<file path="config.mk">
export PLATFORM = sky130hd
export DESIGN_NAME = lru_page_stack_distance
export DESIGN_NICKNAME = d
export VERILOG_FILES = /design/src/sv/lpsd_pkg.sv /design/src/sv/lpsd_cell.sv /design/src/sv/lru_page_stack_distance.sv
export SDC_FILE = /design/constraint.sdc
export NUM_CORES = 1
export LEC_CHECK = 0
export BUFFER_PORTS_ARGS = -buffer_cell sky130_fd_sc_hd__buf_2
export CAP_MARGIN = 15
export CORE_MARGIN = 2
export CORE_UTILIZATION = 55
export DETAILED_ROUTE_END_ITERATION = 8
export PLACE_DENSITY = 0.83
export REMOVE_ABC_BUFFERS = 1
export SLEW_MARGIN = 20
export SYNTH_ARGS = -nofsm -noshare
export SYNTH_HDL_FRONTEND = slang
export SYNTH_HIERARCHICAL = 1
export SYNTH_SLANG_ARGS = --single-unit
</file>
<file path="constraint.sdc">
create_clock -name clk -period 10.56 [get_ports clk]
set_input_delay 1.056 -clock clk [delete_from_list [all_inputs] [get_ports clk]]
set_output_delay 1.056 -clock clk [all_outputs]
set_load 0.05 [all_outputs]
</file>
<file path="src/sv/lpsd_pkg.sv">
// ----------------------------------------------------------------------------
// lpsd_pkg
// Shared constants and types for the LRU page stack distance block.
// ----------------------------------------------------------------------------
`default_nettype none

package lpsd_pkg;

  // Geometry of the page store.
  localparam int FRAMES    = 16;
  localparam int ADDR_BITS = 32;
  localparam int POS_W     = $clog2(FRAMES);
  localparam int OCC_W     = $clog2(FRAMES + 1);
  localparam int SHIFT_W   = 5;
  localparam int CFG_W     = 5;

  // Configuration register indexes.
  localparam logic REG_MAX_PAGES  = 1'b0;
  localparam logic REG_PAGE_SHIFT = 1'b1;

  // Reset values of the configuration registers.
  localparam logic [CFG_W-1:0]   MAX_PAGES_RST  = CFG_W'(FRAMES);
  localparam logic [SHIFT_W-1:0] PAGE_SHIFT_RST = SHIFT_W'(12);

  // Distance reported on a page fault (-1).
  localparam logic signed [4:0] DIST_FAULT = 5'sb11111;

  typedef logic [ADDR_BITS-1:0] page_t;

  // Per-cell control from the chain controller.
  typedef struct packed {
    logic live;   // Cell holds a resident page.
    logic load;   // Cell takes its left neighbor's page this cycle.
  } cell_ctl_t;

endpackage

`default_nettype wire

</file>
<file path="src/sv/lpsd_cell.sv">
// ----------------------------------------------------------------------------
// lpsd_cell
// One frame of the LRU stack: holds a page number, compares it against the
// probe and takes its left neighbor's page when the stack shifts.
// ----------------------------------------------------------------------------
`default_nettype none

module lpsd_cell
  import lpsd_pkg::*;
(
  input  wire       clk,
  input  cell_ctl_t ctl,
  input  page_t     probe_page,
  input  page_t     prev_page,
  output page_t     page_q,
  output logic      match
);

  page_t page_r;

  // Stored page moves one place toward the LRU end on a shift.
  always_ff @(posedge clk) begin
    if (ctl.load) begin
      page_r <= prev_page;
    end
  end

  // Only a resident page can hit.
  assign match  = ctl.live && (page_r == probe_page);
  assign page_q = page_r;

endmodule

`default_nettype wire

</file>
<file path="src/sv/lru_page_stack_distance.sv">
// ----------------------------------------------------------------------------
// lru_page_stack_distance
// Fully associative LRU page store reporting the stack distance of each
// access, built as a chain of frame cells ordered from MRU to LRU.
// ----------------------------------------------------------------------------
// One request is taken per clock cycle: the page number is compared against
// all sixteen frame cells at once, the matching position is encoded, and on
// the accepting edge the cells up to that position (or up to the fill level
// on a fault) each take their neighbor's page while the first cell takes the
// new page. The result is registered in an output register, and a new
// request is accepted whenever that register is empty or being drained.
// The store starts empty after reset; no clearing pass is needed.
`default_nettype none

module lru_page_stack_distance
  import lpsd_pkg::*;
(
  input  wire                     clk,
  input  wire                     rst_n,
  // Request channel.
  input  wire                     in_valid,
  output logic                    in_ready,
  input  wire  [ADDR_BITS-1:0]    in_address,
  // Result channel.
  output logic                    out_valid,
  input  wire                     out_ready,
  output logic                    out_hit,
  output logic signed [4:0]       out_stack_distance,
  output logic [31:0]             out_fault_total,
  // Configuration port.
  input  wire                     cfg_we,
  input  wire                     cfg_index,
  input  wire  [CFG_W-1:0]        cfg_wdata
);

  logic [CFG_W-1:0]   max_pages_r;
  logic [SHIFT_W-1:0] page_shift_r;
  logic [OCC_W-1:0]   occ_r, occ_nxt;
  logic [31:0]        fault_r, fault_nxt;
  logic               out_valid_r;
  logic               out_hit_r;
  logic [4:0]         out_dist_r;

  page_t              probe_page;
  page_t              cell_page [FRAMES];
  logic [FRAMES-1:0]  match;
  cell_ctl_t          cell_ctl  [FRAMES];
  logic               accept;
  logic               any_hit;
  logic [POS_W-1:0]   hit_pos;
  logic [OCC_W-1:0]   cap;
  logic               evict;
  logic [OCC_W-1:0]   limit;

  // Configuration registers.
  always_ff @(posedge clk) begin
    if (!rst_n) begin
      max_pages_r  <= MAX_PAGES_RST;
      page_shift_r <= PAGE_SHIFT_RST;
    end else if (cfg_we) begin
      unique case (cfg_index)
        REG_MAX_PAGES:  max_pages_r  <= cfg_wdata;
        REG_PAGE_SHIFT: page_shift_r <= cfg_wdata[SHIFT_W-1:0];
        default:        ;
      endcase
    end
  end

  // Handshake: take a request when the result register is empty or being drained.
  assign in_ready   = !out_valid_r || out_ready;
  assign accept     = in_valid && in_ready;
  assign probe_page = in_address >> page_shift_r;

  // Encode the matching position; resident pages are unique.
  always_comb begin
    hit_pos = '0;
    for (int k = 0; k < FRAMES; k++) begin
      if (match[k]) begin
        hit_pos = hit_pos | POS_W'(k);
      end
    end
  end
  assign any_hit = |match;

  // Effective capacity, clamped to 1..FRAMES.
  always_comb begin
    priority if (max_pages_r == '0) begin
      cap = OCC_W'(1);
    end else if (max_pages_r > CFG_W'(FRAMES)) begin
      cap = OCC_W'(FRAMES);
    end else begin
      cap = OCC_W'(max_pages_r);
    end
  end
  assign evict = (occ_r >= cap);

  // Last cell that shifts: hit position, LRU frame on eviction, or the
  // first empty frame when appending.
  always_comb begin
    priority if (any_hit) begin
      limit = OCC_W'(hit_pos);
    end else if (evict) begin
      limit = occ_r - OCC_W'(1);
    end else begin
      limit = occ_r;
    end
  end

  // Occupancy and fault counter updates.
  always_comb begin
    occ_nxt   = occ_r;
    fault_nxt = fault_r;
    if (accept && !any_hit) begin
      if (!evict) begin
        occ_nxt = occ_r + OCC_W'(1);
      end
      if (fault_r != '1) begin
        fault_nxt = fault_r + 32'd1;
      end
    end
  end

  always_ff @(posedge clk) begin
    if (!rst_n) begin
      occ_r   <= '0;
      fault_r <= '0;
    end else begin
      occ_r   <= occ_nxt;
      fault_r <= fault_nxt;
    end
  end

  // Chain of frame cells, MRU at index 0.
  for (genvar k = 0; k < FRAMES; k++) begin : g_cell
    assign cell_ctl[k].live = (OCC_W'(k) < occ_r);
    assign cell_ctl[k].load = accept && (OCC_W'(k) <= limit);

    lpsd_cell u_cell (
      .clk        (clk),
      .ctl        (cell_ctl[k]),
      .probe_page (probe_page),
      .prev_page  ((k == 0) ? probe_page : cell_page[(k == 0) ? 0 : k - 1]),
      .page_q     (cell_page[k]),
      .match      (match[k])
    );
  end

  // Result register.
  always_ff @(posedge clk) begin
    if (!rst_n) begin
      out_valid_r <= 1'b0;
    end else if (accept) begin
      out_valid_r <= 1'b1;
    end else if (out_ready) begin
      out_valid_r <= 1'b0;
    end
  end

  always_ff @(posedge clk) begin
    if (accept) begin
      out_hit_r  <= any_hit;
      out_dist_r <= any_hit ? 5'(hit_pos) : DIST_FAULT;
    end
  end

  assign out_valid          = out_valid_r;
  assign out_hit            = out_hit_r;
  assign out_stack_distance = out_dist_r;
  assign out_fault_total    = fault_r;

  // Checks on the chain and counters.
  a_occ_bound: assert property (@(posedge clk) disable iff (!rst_n)
    occ_r <= OCC_W'(FRAMES))
    else $error("occupancy exceeds frame count");

  a_unique_match: assert property (@(posedge clk) disable iff (!rst_n)
    $onehot0(match))
    else $error("page resident in more than one frame");

  a_hit_keeps_occ: assert property (@(posedge clk) disable iff (!rst_n)
    accept && any_hit |=> occ_r == $past(occ_r))
    else $error("occupancy changed on a hit");

  a_fault_count: assert property (@(posedge clk) disable iff (!rst_n)
    accept && !any_hit && fault_r != '1 |=> fault_r == $past(fault_r) + 32'd1)
    else $error("fault counter did not advance on a fault");

  a_miss_fills: assert property (@(posedge clk) disable iff (!rst_n)
    accept && !any_hit && !evict |=> occ_r == $past(occ_r) + OCC_W'(1))
    else $error("store did not grow on a fault with free frames");

endmodule

`default_nettype wire

</file>
==> run_results.csv <==
group,metric,value,unit
outcome,status,"finished clean",
power,powerDensity,176,nW/um^2
clock_tree,clockBufferDepth,3,
timing,worst_slack,3120,ps
clock_tree,insertion_delay,600,ps
final_layout,fin_cells,2575,
global_routing,grt_usage,21.9,%
timing,fin_crit,7440,ps
clock_tree,htreeDepth,2,
timing,final-hold-violation-count,0,
yosys,synth_seq_cells,566,
routing,drt_iter0_drc,1387,
routing,dr.pass1.iters,5,
critical_path,crit_chain,"mux4_2, mux2_2, nor2_1, a21oi_1, nand2_1, o21ai_2, buf_4, xor2_1, nor4_1, nand4_1, nor3_2, nor4_1, nand4_2, clkinv_2, and2_1, mux2i_2, nor3b_1, a21oi_4",
timing,maxSlewViolCount,0,
routing,ant_nets,0,
critical_path,crit_required,10780,ps
clock_tree,numClockSinks,566,
final_layout,num_antenna_cells,0,
clock_tree,hold_buffers,0,
timing,max_freq,134,MHz
yosys,synth-edff-count,518,
place,port_buffers,82,
place,placed_cells,2476,
die,ios,83,
yosys,synth_area_leaders,"edfxtp_1, xor2_1, dfxtp_1, nor4_1, mux4_2",
routing,num_vias,15100,
yosys,synthCells,1789,
critical_path,worstSetupPathType,"flop to flop",
timing,tightest_slew,1070,ps
timing,rsz0062_at_grt,"false",
power,peakVddDrop,0.128,mV
die,die_w,221,um
place,post-place-ws,3110,ps
clock_tree,cts_made_buffers,53,
clock_tree,post_cts_buffers,0,
critical_path,arrival,7660,ps
timing,setup_viol,0,
global_routing,grt_max_degree,49,
timing,skew,20.1,ps
routing,post_drt_via_cell_ratio,5.85,
critical_path,crit_path_top_delay_cell,"dfxtp_2",
die,core-area,46600,sq um
final_layout,drive_gt1_share,16.8,%
timing,tns,0,ps
final_layout,syn_to_final_growth,13.2,%
critical_path,r2r_slack,3120,ps
final_layout,fin_nets,1979,
yosys,async_flop_share,0,%
yosys,syn_area,25900,sq um
global_routing,grt_pass1_vias,15300,
place,dpl.hpwl,38400,um
global_routing,gr-total-overflow,0,
timing,finalCritPeriodShare,70.5,%
clock_tree,clkTransAtPathRegs,60,ps
yosys,seq_area_frac_synth,63.7,%
global_routing,antenna_found_initial,0,
global_routing,grt_pass1_wl,84400,um
yosys,synth_cell_types,59,
yosys,yosysMostFrequentCell,"edfxtp_1",
die,die_area,48900,sq um
critical_path,cp-end-kind,"flop",
die,core.rowCount,79,
die,dieHeight,221,um
yosys,synth_commonest_cells,"edfxtp_1, xor2_1, nor4_1",
critical_path,critPathMaxFanout,35,
critical_path,crit_top_cell,"nor4_1",
yosys,ys.flop_type,"edfxtp_1",
clock_tree,cts_resized,0,
hold_path,hold_path.class,"flop to flop",
timing,slew_headroom,28.4,%
clock_tree,cts-root-buf,"clkbuf_16",
place,dpl_cell_area,27500,sq um
routing,drc_errors,0,
clock_tree,cts_tree,"yes",
power,leakagePower,10.7,nW
routing,finalWirelength,53700,um
flow_run,maxCapViolations,0,
place,gp_congestion,0.851,
die,start_util,55.7,%
yosys,yosysTopAreaCell,"edfxtp_1",
routing,avgRoutedWirePerCell,20.9,um
critical_path,crit_path_start_kind,"flop",
yosys,syn_area_per_cell,14.5,sq um
critical_path,max_stage_delay,990,ps
final_layout,design_area,29300,sq um
yosys,yosys.area.top_type_share,60.0,%
yosys,yosys_warnings,6,
-- worst max-delay path: cells and delay by family (launching register included) --
family,cells,cell delay (ps)
and+or+nand+nor,9,2960
muxes,3,1750
DFF,1,990
AOI/OAI and AO/OA,3,580
buffers and inverters,2,520
xor gates and xnor gates,1,210
-- metrics by stage --
stage	power, W	hold slack [ps]	util, %
after floorplan	0.00306	447	-
after CTS	0.00519	458	62.9
after global routing	0.00535	470	63.0
after detailed placement	0.00328	455	59.1
final	0.00517	458	63.0
after global placement	0.00324	449	59.1
-- cell usage in the layout, fill, tap and decap left out, types with 9 or more instances in the layout --
cell	netlist	routed
a21oi_1	26	13
a21oi_4	0	11
and2_1	36	36
buf_2	8	82
buf_4	0	41
clkbuf_16	0	55
clkinv_1	0	14
clkinv_2	1	14
dfxtp_1	48	46
edfxtp_1	518	518
ha_1	9	9
inv_1	16	16
mux2_2	13	13
mux2i_1	38	33
mux4_2	23	23
nand2_1	51	51
nand2b_1	12	12
nand3_1	50	50
nand4_1	32	32
nor2_1	41	28
nor2_2	0	13
nor3_1	28	28
nor3_2	16	16
nor4_1	117	117
o21ai_0	26	22
xnor2_1	27	27
xor2_1	517	517
-- state kept, by name, indices dropped and copies added, names as in the netlist --
name / count
out_valid: 1
out_fault_total: 32
out_stack_distance: 5
page_shift_r: 5
out_hit: 1
max_pages_r: 5
g_cell.u_cell/page_q: 512
occ_r: 5
-- cell type report --
class | count | area, sq um
timing repair buffer | 126 | 801
clock buffer | 60 | 1400
multi-input combinational | 1163 | 9460
sequential | 566 | 16500
fill | 3211 | 17200
clock inverter | 36 | 345
tap | 607 | 759
inverter | 17 | 65.1
-- worst paths after layout --
kind	startpoint	cells past startpoint	endpoint
hold / removal	g_cell[8].u_cell/page_q[24]	0	g_cell[9].u_cell/page_q[24]
hold reg to reg	g_cell[8].u_cell/page_q[24]	0	g_cell[9].u_cell/page_q[24]
setup / recovery	page_shift_r[0]	18	g_cell[3].u_cell/page_q[24]
setup reg to reg	page_shift_r[0]	18	g_cell[3].u_cell/page_q[24]
-- kinds of logic (layout without fill, tap and decap cells) --
family	after synthesis	after routing	share of synthesized area, %
compound gates	93	93	2.19
fa+ha+maj	9	9	0.434
flops	566	566	63.7
buf+inv	60	239	0.999
simple gates	443	443	10.3
mux	74	74	4.03
xor+xnor	544	544	18.4
-- power breakdown --
part           internal, W  total (W)  switching [W]  leakage, nW
clock network      0.00111    0.00192       0.000805        0.864
logic             0.000232   0.000644       0.000412         4.75
registers          0.00255    0.00261      0.0000610         5.11
total              0.00389    0.00517        0.00128         10.7
-- metal layers --
| metal | part of all wire [%] | track usage [%] | wire length [um] |
|---|---|---|---|
| met1 | 41 | 28.6 | 22200 |
| met2 | 50 | 37.0 | 26900 |
| met3 | 5.2 | 3.32 | 2780 |
| met4 | 3.4 | 8.49 | 1850 |
| met5 | 0 | 0 | 0 |
Note: power is estimated with default switching activity, not from simulation.
